### config.mk
export PLATFORM = sky130hd
export DESIGN_NAME = bresenham_line_rasterizer_core
export DESIGN_NICKNAME = d
export VERILOG_FILES = /design/src/design/blr_pkg.sv /design/src/design/blr_front.sv /design/src/design/blr_cmd_queue.sv /design/src/design/blr_stepper.sv /design/src/design/bresenham_line_rasterizer_core.sv
export VERILOG_INCLUDE_DIRS = /design/src /design/src/design
export SDC_FILE = /design/constraint.sdc
export NUM_CORES = 1
export LEC_CHECK = 0
export BUFFER_PORTS_ARGS = -buffer_cell sky130_fd_sc_hd__buf_2
export CAP_MARGIN = 20
export CORE_ASPECT_RATIO = 1.4
export CORE_MARGIN = 4
export CORE_UTILIZATION = 65
export DETAILED_ROUTE_END_ITERATION = 10
export GPL_TIMING_DRIVEN = 0
export PLACE_DENSITY = 0.87
export SLEW_MARGIN = 20
export SYNTH_ARGS = -nofsm -noshare
export SYNTH_HDL_FRONTEND = slang
export SYNTH_SLANG_ARGS = --single-unit
### constraint.sdc
create_clock -name clk -period 7.5 [get_ports clk]
set_input_delay 0.375 -clock clk [delete_from_list [all_inputs] [get_ports clk]]
set_output_delay 0.375 -clock clk [all_outputs]
set_load 0.05 [all_outputs]
### src/design/bresenham_line_rasterizer_core_macros.svh
// Assertion macros shared by the rasteriser modules.
// Build with NO_ASSERTIONS defined to drop every check.
`ifndef BRESENHAM_LINE_RASTERIZER_CORE_MACROS_SVH
`define BRESENHAM_LINE_RASTERIZER_CORE_MACROS_SVH

`ifndef NO_ASSERTIONS

// Same-cycle implication.
`define BLR_ASSERT_NOW(label, ante, cons) \
    label: assert property (@(posedge clk) disable iff (!rst_n) (ante) |-> (cons)) \
        else $error("blr: same-cycle check failed");

// Next-cycle implication.
`define BLR_ASSERT_NEXT(label, ante, cons) \
    label: assert property (@(posedge clk) disable iff (!rst_n) (ante) |=> (cons)) \
        else $error("blr: next-cycle check failed");

`else

`define BLR_ASSERT_NOW(label, ante, cons)
`define BLR_ASSERT_NEXT(label, ante, cons)

`endif

`endif

### src/design/blr_pkg.sv
package blr_pkg;

    localparam int COORD_BITS  = 12;
    localparam int ERR_BITS    = COORD_BITS + 3;
    localparam int QUEUE_DEPTH = 2;
    localparam int QPTR_BITS   = (QUEUE_DEPTH > 1) ? $clog2(QUEUE_DEPTH) : 1;
    localparam int QCNT_BITS   = $clog2(QUEUE_DEPTH + 1);

    localparam logic MODE_START = 1'b0;
    localparam logic MODE_STEP  = 1'b1;

    typedef logic signed [COORD_BITS-1:0] coord_t;
    typedef logic [COORD_BITS-1:0]        span_t;
    typedef logic signed [ERR_BITS-1:0]   err_t;

    typedef struct packed {
        logic   mode;
        coord_t start_x;
        coord_t start_y;
        coord_t end_x;
        coord_t end_y;
    } request_t;

    typedef struct packed {
        coord_t pixel_x;
        coord_t pixel_y;
        logic   last_point;
        logic   stale;
    } result_t;

    // Classified item passed from front end to stepper
    typedef struct packed {
        logic   mode;
        coord_t x0;
        coord_t y0;
        logic   dir_x;
        logic   dir_y;
        logic   x_major;
        span_t  major;
        span_t  minor;
    } cmd_t;

endpackage

### src/design/blr_front.sv
module blr_front
(
    input  blr_pkg::request_t request,
    output blr_pkg::cmd_t     cmd
);
    import blr_pkg::*;

    logic signed [COORD_BITS:0] dx;
    logic signed [COORD_BITS:0] dy;
    logic signed [COORD_BITS:0] dx_neg;
    logic signed [COORD_BITS:0] dy_neg;
    span_t                      adx;
    span_t                      ady;
    logic                       x_major;

    assign dx     = {request.end_x[COORD_BITS-1], request.end_x}
                  - {request.start_x[COORD_BITS-1], request.start_x};
    assign dy     = {request.end_y[COORD_BITS-1], request.end_y}
                  - {request.start_y[COORD_BITS-1], request.start_y};
    assign dx_neg = -dx;
    assign dy_neg = -dy;

    // magnitude always fits COORD_BITS unsigned
    assign adx = dx[COORD_BITS] ? dx_neg[COORD_BITS-1:0] : dx[COORD_BITS-1:0];
    assign ady = dy[COORD_BITS] ? dy_neg[COORD_BITS-1:0] : dy[COORD_BITS-1:0];

    // x is major only on a strict win
    assign x_major = (adx > ady);

    always_comb
    begin
        cmd.mode    = request.mode;
        cmd.x0      = request.start_x;
        cmd.y0      = request.start_y;
        // -1 unless end lies strictly above start
        cmd.dir_x   = dx[COORD_BITS] || (dx == '0);
        cmd.dir_y   = dy[COORD_BITS] || (dy == '0);
        cmd.x_major = x_major;
        cmd.major   = x_major ? adx : ady;
        cmd.minor   = x_major ? ady : adx;
    end

endmodule

### src/design/blr_cmd_queue.sv
`include "bresenham_line_rasterizer_core_macros.svh"

module blr_cmd_queue
(
    input  logic          clk,
    input  logic          rst_n,
    input  logic          push,
    input  blr_pkg::cmd_t wr_cmd,
    output logic          full,
    input  logic          take,
    output logic          valid,
    output blr_pkg::cmd_t rd_cmd
);
    import blr_pkg::*;

    cmd_t                 slot_reg [QUEUE_DEPTH];
    logic [QPTR_BITS-1:0] wr_ptr_reg;
    logic [QPTR_BITS-1:0] wr_ptr_next;
    logic [QPTR_BITS-1:0] rd_ptr_reg;
    logic [QPTR_BITS-1:0] rd_ptr_next;
    logic [QCNT_BITS-1:0] count_reg;
    logic [QCNT_BITS-1:0] count_next;
    logic                 do_wr;
    logic                 do_rd;

    assign full   = (count_reg == QCNT_BITS'(QUEUE_DEPTH));
    assign valid  = (count_reg != '0);
    assign rd_cmd = slot_reg[rd_ptr_reg];
    assign do_wr  = push && !full;
    assign do_rd  = take && valid;

    always_comb
    begin
        wr_ptr_next = wr_ptr_reg;
        rd_ptr_next = rd_ptr_reg;
        count_next  = count_reg;
        if (do_wr)
        begin
            wr_ptr_next = (wr_ptr_reg == QPTR_BITS'(QUEUE_DEPTH - 1)) ? '0
                        : wr_ptr_reg + 1'b1;
        end
        if (do_rd)
        begin
            rd_ptr_next = (rd_ptr_reg == QPTR_BITS'(QUEUE_DEPTH - 1)) ? '0
                        : rd_ptr_reg + 1'b1;
        end
        if (do_wr && !do_rd)
        begin
            count_next = count_reg + 1'b1;
        end
        else if (do_rd && !do_wr)
        begin
            count_next = count_reg - 1'b1;
        end
    end

    always_ff @(posedge clk or negedge rst_n)
    begin
        if (!rst_n)
        begin
            wr_ptr_reg <= '0;
            rd_ptr_reg <= '0;
            count_reg  <= '0;
        end
        else
        begin
            wr_ptr_reg <= wr_ptr_next;
            rd_ptr_reg <= rd_ptr_next;
            count_reg  <= count_next;
        end
    end

    always_ff @(posedge clk)
    begin
        if (do_wr)
        begin
            slot_reg[wr_ptr_reg] <= wr_cmd;
        end
    end

    `BLR_ASSERT_NOW(a_q_no_overfill, 1'b1, count_reg <= QCNT_BITS'(QUEUE_DEPTH))
    `BLR_ASSERT_NEXT(a_q_fill_counts, do_wr && !do_rd, count_reg == $past(count_reg) + 1'b1)
    `BLR_ASSERT_NEXT(a_q_drain_counts, do_rd && !do_wr, count_reg == $past(count_reg) - 1'b1)

endmodule

### src/design/blr_stepper.sv
`include "bresenham_line_rasterizer_core_macros.svh"

module blr_stepper
(
    input  logic             clk,
    input  logic             rst_n,
    input  logic             cmd_valid,
    input  blr_pkg::cmd_t    cmd,
    output logic             take,
    output blr_pkg::result_t result,
    output logic             empty,
    input  logic             pop
);
    import blr_pkg::*;

    coord_t  cur_x_reg;
    coord_t  cur_x_next;
    coord_t  cur_y_reg;
    coord_t  cur_y_next;
    err_t    err_reg;
    err_t    err_next;
    err_t    inc_nonneg_reg;
    err_t    inc_nonneg_next;
    err_t    inc_neg_reg;
    err_t    inc_neg_next;
    logic    dir_x_reg;
    logic    dir_x_next;
    logic    dir_y_reg;
    logic    dir_y_next;
    logic    x_major_reg;
    logic    x_major_next;
    span_t   steps_reg;
    span_t   steps_next;
    logic    out_valid_reg;
    logic    out_valid_next;
    result_t out_reg;
    result_t out_next;

    err_t    minor2;
    err_t    major1;
    err_t    major2;
    coord_t  step_x;
    coord_t  step_y;
    coord_t  x_adv;
    coord_t  y_adv;
    logic    minor_move;

    // free output slot or one leaving this cycle
    assign take   = cmd_valid && (!out_valid_reg || pop);
    assign empty  = !out_valid_reg;
    assign result = out_reg;

    assign minor2 = {{(ERR_BITS-COORD_BITS-1){1'b0}}, cmd.minor, 1'b0};
    assign major1 = {{(ERR_BITS-COORD_BITS){1'b0}}, cmd.major};
    assign major2 = {{(ERR_BITS-COORD_BITS-1){1'b0}}, cmd.major, 1'b0};

    assign step_x     = dir_x_reg ? '1 : COORD_BITS'(1);
    assign step_y     = dir_y_reg ? '1 : COORD_BITS'(1);
    assign x_adv      = cur_x_reg + step_x;
    assign y_adv      = cur_y_reg + step_y;
    assign minor_move = !err_reg[ERR_BITS-1];

    always_comb
    begin
        cur_x_next      = cur_x_reg;
        cur_y_next      = cur_y_reg;
        err_next        = err_reg;
        inc_nonneg_next = inc_nonneg_reg;
        inc_neg_next    = inc_neg_reg;
        dir_x_next      = dir_x_reg;
        dir_y_next      = dir_y_reg;
        x_major_next    = x_major_reg;
        steps_next      = steps_reg;
        out_next        = out_reg;
        out_valid_next  = out_valid_reg && !pop;

        if (take)
        begin
            out_valid_next = 1'b1;
            if (cmd.mode == MODE_START)
            begin
                cur_x_next          = cmd.x0;
                cur_y_next          = cmd.y0;
                err_next            = minor2 - major1;
                inc_nonneg_next     = minor2 - major2;
                inc_neg_next        = minor2;
                dir_x_next          = cmd.dir_x;
                dir_y_next          = cmd.dir_y;
                x_major_next        = cmd.x_major;
                steps_next          = cmd.major;
                out_next.pixel_x    = cmd.x0;
                out_next.pixel_y    = cmd.y0;
                out_next.last_point = (cmd.major == '0);
                out_next.stale      = 1'b0;
            end
            else if (steps_reg == '0)
            begin
                // line already finished: repeat end pixel
                out_next.pixel_x    = cur_x_reg;
                out_next.pixel_y    = cur_y_reg;
                out_next.last_point = 1'b1;
                out_next.stale      = 1'b1;
            end
            else
            begin
                if (x_major_reg)
                begin
                    cur_x_next = x_adv;
                    cur_y_next = minor_move ? y_adv : cur_y_reg;
                end
                else
                begin
                    cur_y_next = y_adv;
                    cur_x_next = minor_move ? x_adv : cur_x_reg;
                end
                err_next            = err_reg + (minor_move ? inc_nonneg_reg : inc_neg_reg);
                steps_next          = steps_reg - 1'b1;
                out_next.pixel_x    = cur_x_next;
                out_next.pixel_y    = cur_y_next;
                out_next.last_point = (steps_reg == COORD_BITS'(1));
                out_next.stale      = 1'b0;
            end
        end
    end

    always_ff @(posedge clk or negedge rst_n)
    begin
        if (!rst_n)
        begin
            cur_x_reg      <= '0;
            cur_y_reg      <= '0;
            err_reg        <= '0;
            inc_nonneg_reg <= '0;
            inc_neg_reg    <= '0;
            dir_x_reg      <= 1'b0;
            dir_y_reg      <= 1'b0;
            x_major_reg    <= 1'b0;
            steps_reg      <= '0;
            out_valid_reg  <= 1'b0;
        end
        else
        begin
            cur_x_reg      <= cur_x_next;
            cur_y_reg      <= cur_y_next;
            err_reg        <= err_next;
            inc_nonneg_reg <= inc_nonneg_next;
            inc_neg_reg    <= inc_neg_next;
            dir_x_reg      <= dir_x_next;
            dir_y_reg      <= dir_y_next;
            x_major_reg    <= x_major_next;
            steps_reg      <= steps_next;
            out_valid_reg  <= out_valid_next;
        end
    end

    always_ff @(posedge clk)
    begin
        out_reg <= out_next;
    end

    `BLR_ASSERT_NOW(a_stale_is_last, !empty && result.stale, result.last_point)
    `BLR_ASSERT_NEXT(a_final_step, take && cmd.mode == MODE_STEP && steps_reg == COORD_BITS'(1), steps_reg == '0 && result.last_point && !result.stale)
    `BLR_ASSERT_NEXT(a_point_line, take && cmd.mode == MODE_START && cmd.major == '0, result.last_point && !result.stale && steps_reg == '0)

endmodule

### src/design/bresenham_line_rasterizer_core.sv
// An item passes the command queue slot and then the result register on its way to the ports.
// Throughput: one item per clock while results pop; the error add-and-compare is the loop.
// A two-entry command queue lets the front end accept while the stepper or result stalls.
// Reset (rst_n low, asynchronous) empties queue and result slot and zeroes the walk state,
// so a step straight after reset returns pixel (0,0) flagged last and stale.
module bresenham_line_rasterizer_core
(
    input  logic              clk,
    input  logic              rst_n,
    input  logic              push,
    output logic              full,
    input  blr_pkg::request_t request,
    output logic              empty,
    input  logic              pop,
    output blr_pkg::result_t  result
);
    import blr_pkg::*;

    cmd_t front_cmd;   // classified item from the front end
    cmd_t queue_cmd;   // oldest queued item
    logic queue_valid;
    logic step_take;   // stepper consumes the queue head

    // Front end: endpoint deltas, directions and major/minor split.
    blr_front u_front
    (
        .request (request),
        .cmd     (front_cmd)
    );

    // Decoupling queue; full is purely registered.
    blr_cmd_queue u_queue
    (
        .clk    (clk),
        .rst_n  (rst_n),
        .push   (push),
        .wr_cmd (front_cmd),
        .full   (full),
        .take   (step_take),
        .valid  (queue_valid),
        .rd_cmd (queue_cmd)
    );

    // Back end: Bresenham walk and the result register.
    blr_stepper u_stepper
    (
        .clk       (clk),
        .rst_n     (rst_n),
        .cmd_valid (queue_valid),
        .cmd       (queue_cmd),
        .take      (step_take),
        .result    (result),
        .empty     (empty),
        .pop       (pop)
    );

endmodule
==> results_dict.tcl <==
set metrics [dict create \
    cap_violations 0 \
    grt_setup_unrepaired "no" \
    yosysSeqAreaShare_pct 42.99 \
    grtUsageTotal_pct 30.84 \
    yosys_most_used_dff "edfxtp_1" \
    syn_inst 1417 \
    io_pins 81 \
    start_util_pct 65.86 \
    cts_root_buf "clkbuf_16" \
    die_area_sq_um 23840 \
    grt_max_degree 53 \
    hold_violations 0 \
    gp_congestion 0.9651 \
    timing.rr.end "u_stepper.inc_nonneg_reg[13]" \
    synthArstFlopShare_pct 38.97 \
    critPathRequiredTime_ns 7.79 \
    grt_pass1_vias 11585 \
    cts_max_level 1 \
    fmax_ghz 0.1939 \
    die_w_um 131.7 \
    ys_warn_count 0 \
    drt-vias-per-instance 6.512 \
    cts_resized 0 \
    drt-total-wl_mm 37.47 \
    hold_ws_ns 0.07477 \
    clock_latency_ns 0.50 \
    postRouteAntennaNets 0 \
    cts_setup_buffers 0 \
    rrSetupSlack_ns 2.72 \
    dp_hpwl_mm 27.97 \
    relSlewSlack_pct 31.16 \
    cts.sinks 213 \
    hold_path.class "in2reg" \
    drt_iter0_drc 1023 \
    avgSynthCellArea_sq_um 9.819 \
    synth_seq_cells 213 \
    synth_edf_count 130 \
    rows 63 \
    min_path_cells 1 \
    core_sq_um 21130 \
    highest_layer "met5" \
    timing.final.max_slew_violations 0 \
    cts.clk_slew.worst_paths_ns 0.06 \
    yosys.area.top_type_share_pct 28.06 \
    critical_path_class "in2reg" \
    fin_crit_sh_pct 68.78 \
    period_minus_slack_ns 5.158 \
    io_buffers 80 \
    rr_worst_depth 14 \
    met1_length_mm 13.63 \
    antenna_found_initial 1 \
    crit_fanout 10 \
    syn_nets 1575 \
    firstDrtPassIters 5 \
    synth.largest_area_cell "edfxtp_1" \
    ir_worst_vdd_mv 0.2458 \
    drcViolationCount 0 \
    finalClockSkew_ns 0.01233 \
    syn-cell-area_sq_um 13910 \
    hp-start "request[48]" \
    met3WireLength_mm 2.884 \
    clk_path_buf_depth 3 \
    min_to "u_queue.slot_reg[0][51]" \
    p_leak_uw 0.006529 \
    wl_per_cell_um 20.86 \
    status "completed" \
    largest_register_ffs 104 \
    grt_pass1_wl_mm 59.33 \
    yosys.cell_types.count 78 \
    syn_to_final_growth_pct 10.58 \
    fp.dieH_um 181.1 \
    setup_viol 0 \
    antenna_cells 0 \
    setup_tns_ns 0 \
    endpoint_kind "flop" \
    drive_gt1_share_pct 11.33 \
    synth.area.top_cells "edfxtp_1 (28%), dfrtp_1 (15%), ha_1 (8.8%), mux2i_1 (4.6%), nand2_1 (3.5%)" \
    cellPowerDensity_nw_per_um2 540.5 \
    worstSetupStartpointType "input port" \
    cts_tree "built" \
    route.met2.wl_mm 18.73 \
    tightestPinTransition_ns 1.026 \
    fin_nets 1680 \
    vias 11696 \
    cts_buffers 20 \
    critical_path_arrival_ns 5.45 \
    grt.overflow.total 0 \
    r2r_start "u_queue.rd_ptr_reg" \
    n_fill_cell 1482 \
]
## critical path, cell delays in order
cell and delay (ns):
buf_2 0.07, inv_1 0.04, ha_1 0.22, fa_1 0.42, nand2b_1 0.20, a21o_1 0.22, a211oi_2 0.24, or4b_4 0.54
nor3_2 0.27, nor2_1 0.08, xnor2_1 0.46, ha_1 0.23, nand3_1 0.12, o22ai_1 0.19, o21a_1 0.15, o21a_1 0.11
o21ai_0 0.07, a21oi_1 0.64, buf_2 0.44, mux2i_1 0.36
## area by class of cell
type	count	area (sq um)	share of cell area, %
multi-input cells	1071	7436	48.33
flip-flops and latches	213	5981	38.87
clock buffers	24	536.8	3.489
repair buffers	83	460.4	2.993
well taps	260	325.3	2.115
inverters	86	322.8	2.098
plain buffers	47	186.4	1.212
clock inverters	12	136.4	0.8865
## cells in the mapped netlist, types with 18 or more instances
master	n
dfrtp_1	83
xor2_1	33
o21ai_0	91
a21oi_1	89
mux2_2	28
ha_1	98
nor2b_1	30
a31oi_1	18
edfxtp_1	130
inv_1	86
or3_1	19
clkbuf_1	30
a211oi_1	23
nand2_1	130
xnor2_1	39
nand3_1	25
nor3_1	44
mux2i_1	64
nand2b_1	20
nor2_1	111
## where the power goes
group | internal [uW] | switching (uW) | leakage, uW | total [uW]
sequential | 1870 | 284 | 0.00221 | 2160
combinational | 1930 | 3170 | 0.00399 | 5100
clock | 615 | 440 | 0.000327 | 1060
total | 4420 | 3900 | 0.00653 | 8310
## timing repair
item,in CTS,in global routing
setup endpoints to repair,0,0
hold buffers,1,0
endpoints found under the hold margin,33,0
## cells in the final DEF, fill, tap and decap left out, types with 19 or more instances in the layout
cell type  instances
a211oi_1          23
a21oi_1           89
buf_2             86
clkbuf_1          33
clkbuf_16         21
dfrtp_1           83
edfxtp_1         130
ha_1              98
inv_1             85
mux2_2            28
mux2i_1           64
nand2_1          130
nand2b_1          20
nand3_1           25
nor2_1           110
nor2b_1           30
nor3_1            44
o21ai_0           91
or3_1             19
xnor2_1           39
xor2_1            33
## logic make-up (layout without fill, tap and decap cells)
| family | count (synthesis) | after routing | synth area share [%] |
|---|---|---|---|
| and+or+nand+nor | 442 | 442 | 15.32 |
| xor gates and xnor gates | 74 | 74 | 4.766 |
| buffers and inverters | 133 | 252 | 3.660 |
| DFF | 213 | 213 | 42.99 |
| AOI/OAI and AO/OA | 358 | 358 | 16.57 |
| muxes | 92 | 92 | 6.870 |
| adders and majority gates | 105 | 105 | 9.820 |
## how the worst max path moves through the flow
stage | start | to
detailed placement | request[24] | u_queue.slot_reg[1][10]
floorplan | request[0] | u_queue.slot_reg[0][13]
global placement | request[0] | u_queue.slot_reg[0][10]
finish | request[0] | u_queue.slot_reg[0][10]
CTS | request[0] | u_queue.slot_reg[0][10]
global route | request[0] | u_queue.slot_reg[0][10]
## routing by layer
layer	vias up	global-route usage, %
met4	2	16.60
met1	5516	36.15
met2	611	54.22
li1	5400	-
met5	-	0
met3	167	4.930
## through the flow
step / utilization (%) / setup slack, ns / instances / total power, uW / cell area, sq um
global placement: 69.30 / 2.101 / 1757 / 6907 / 14640
detailed placement: 69.59 / 1.907 / 1759 / 7116 / 14700
CTS: 72.83 / 2.349 / 1796 / 8217 / 15380
floorplan: - / 2.922 / 1417 / 5886 / 13910
finish: 72.83 / 2.342 / 1796 / 8315 / 15380
global route: 72.83 / 2.132 / 1796 / 8892 / 15380
No activity file was read; power rests on OpenSTA's default activity.
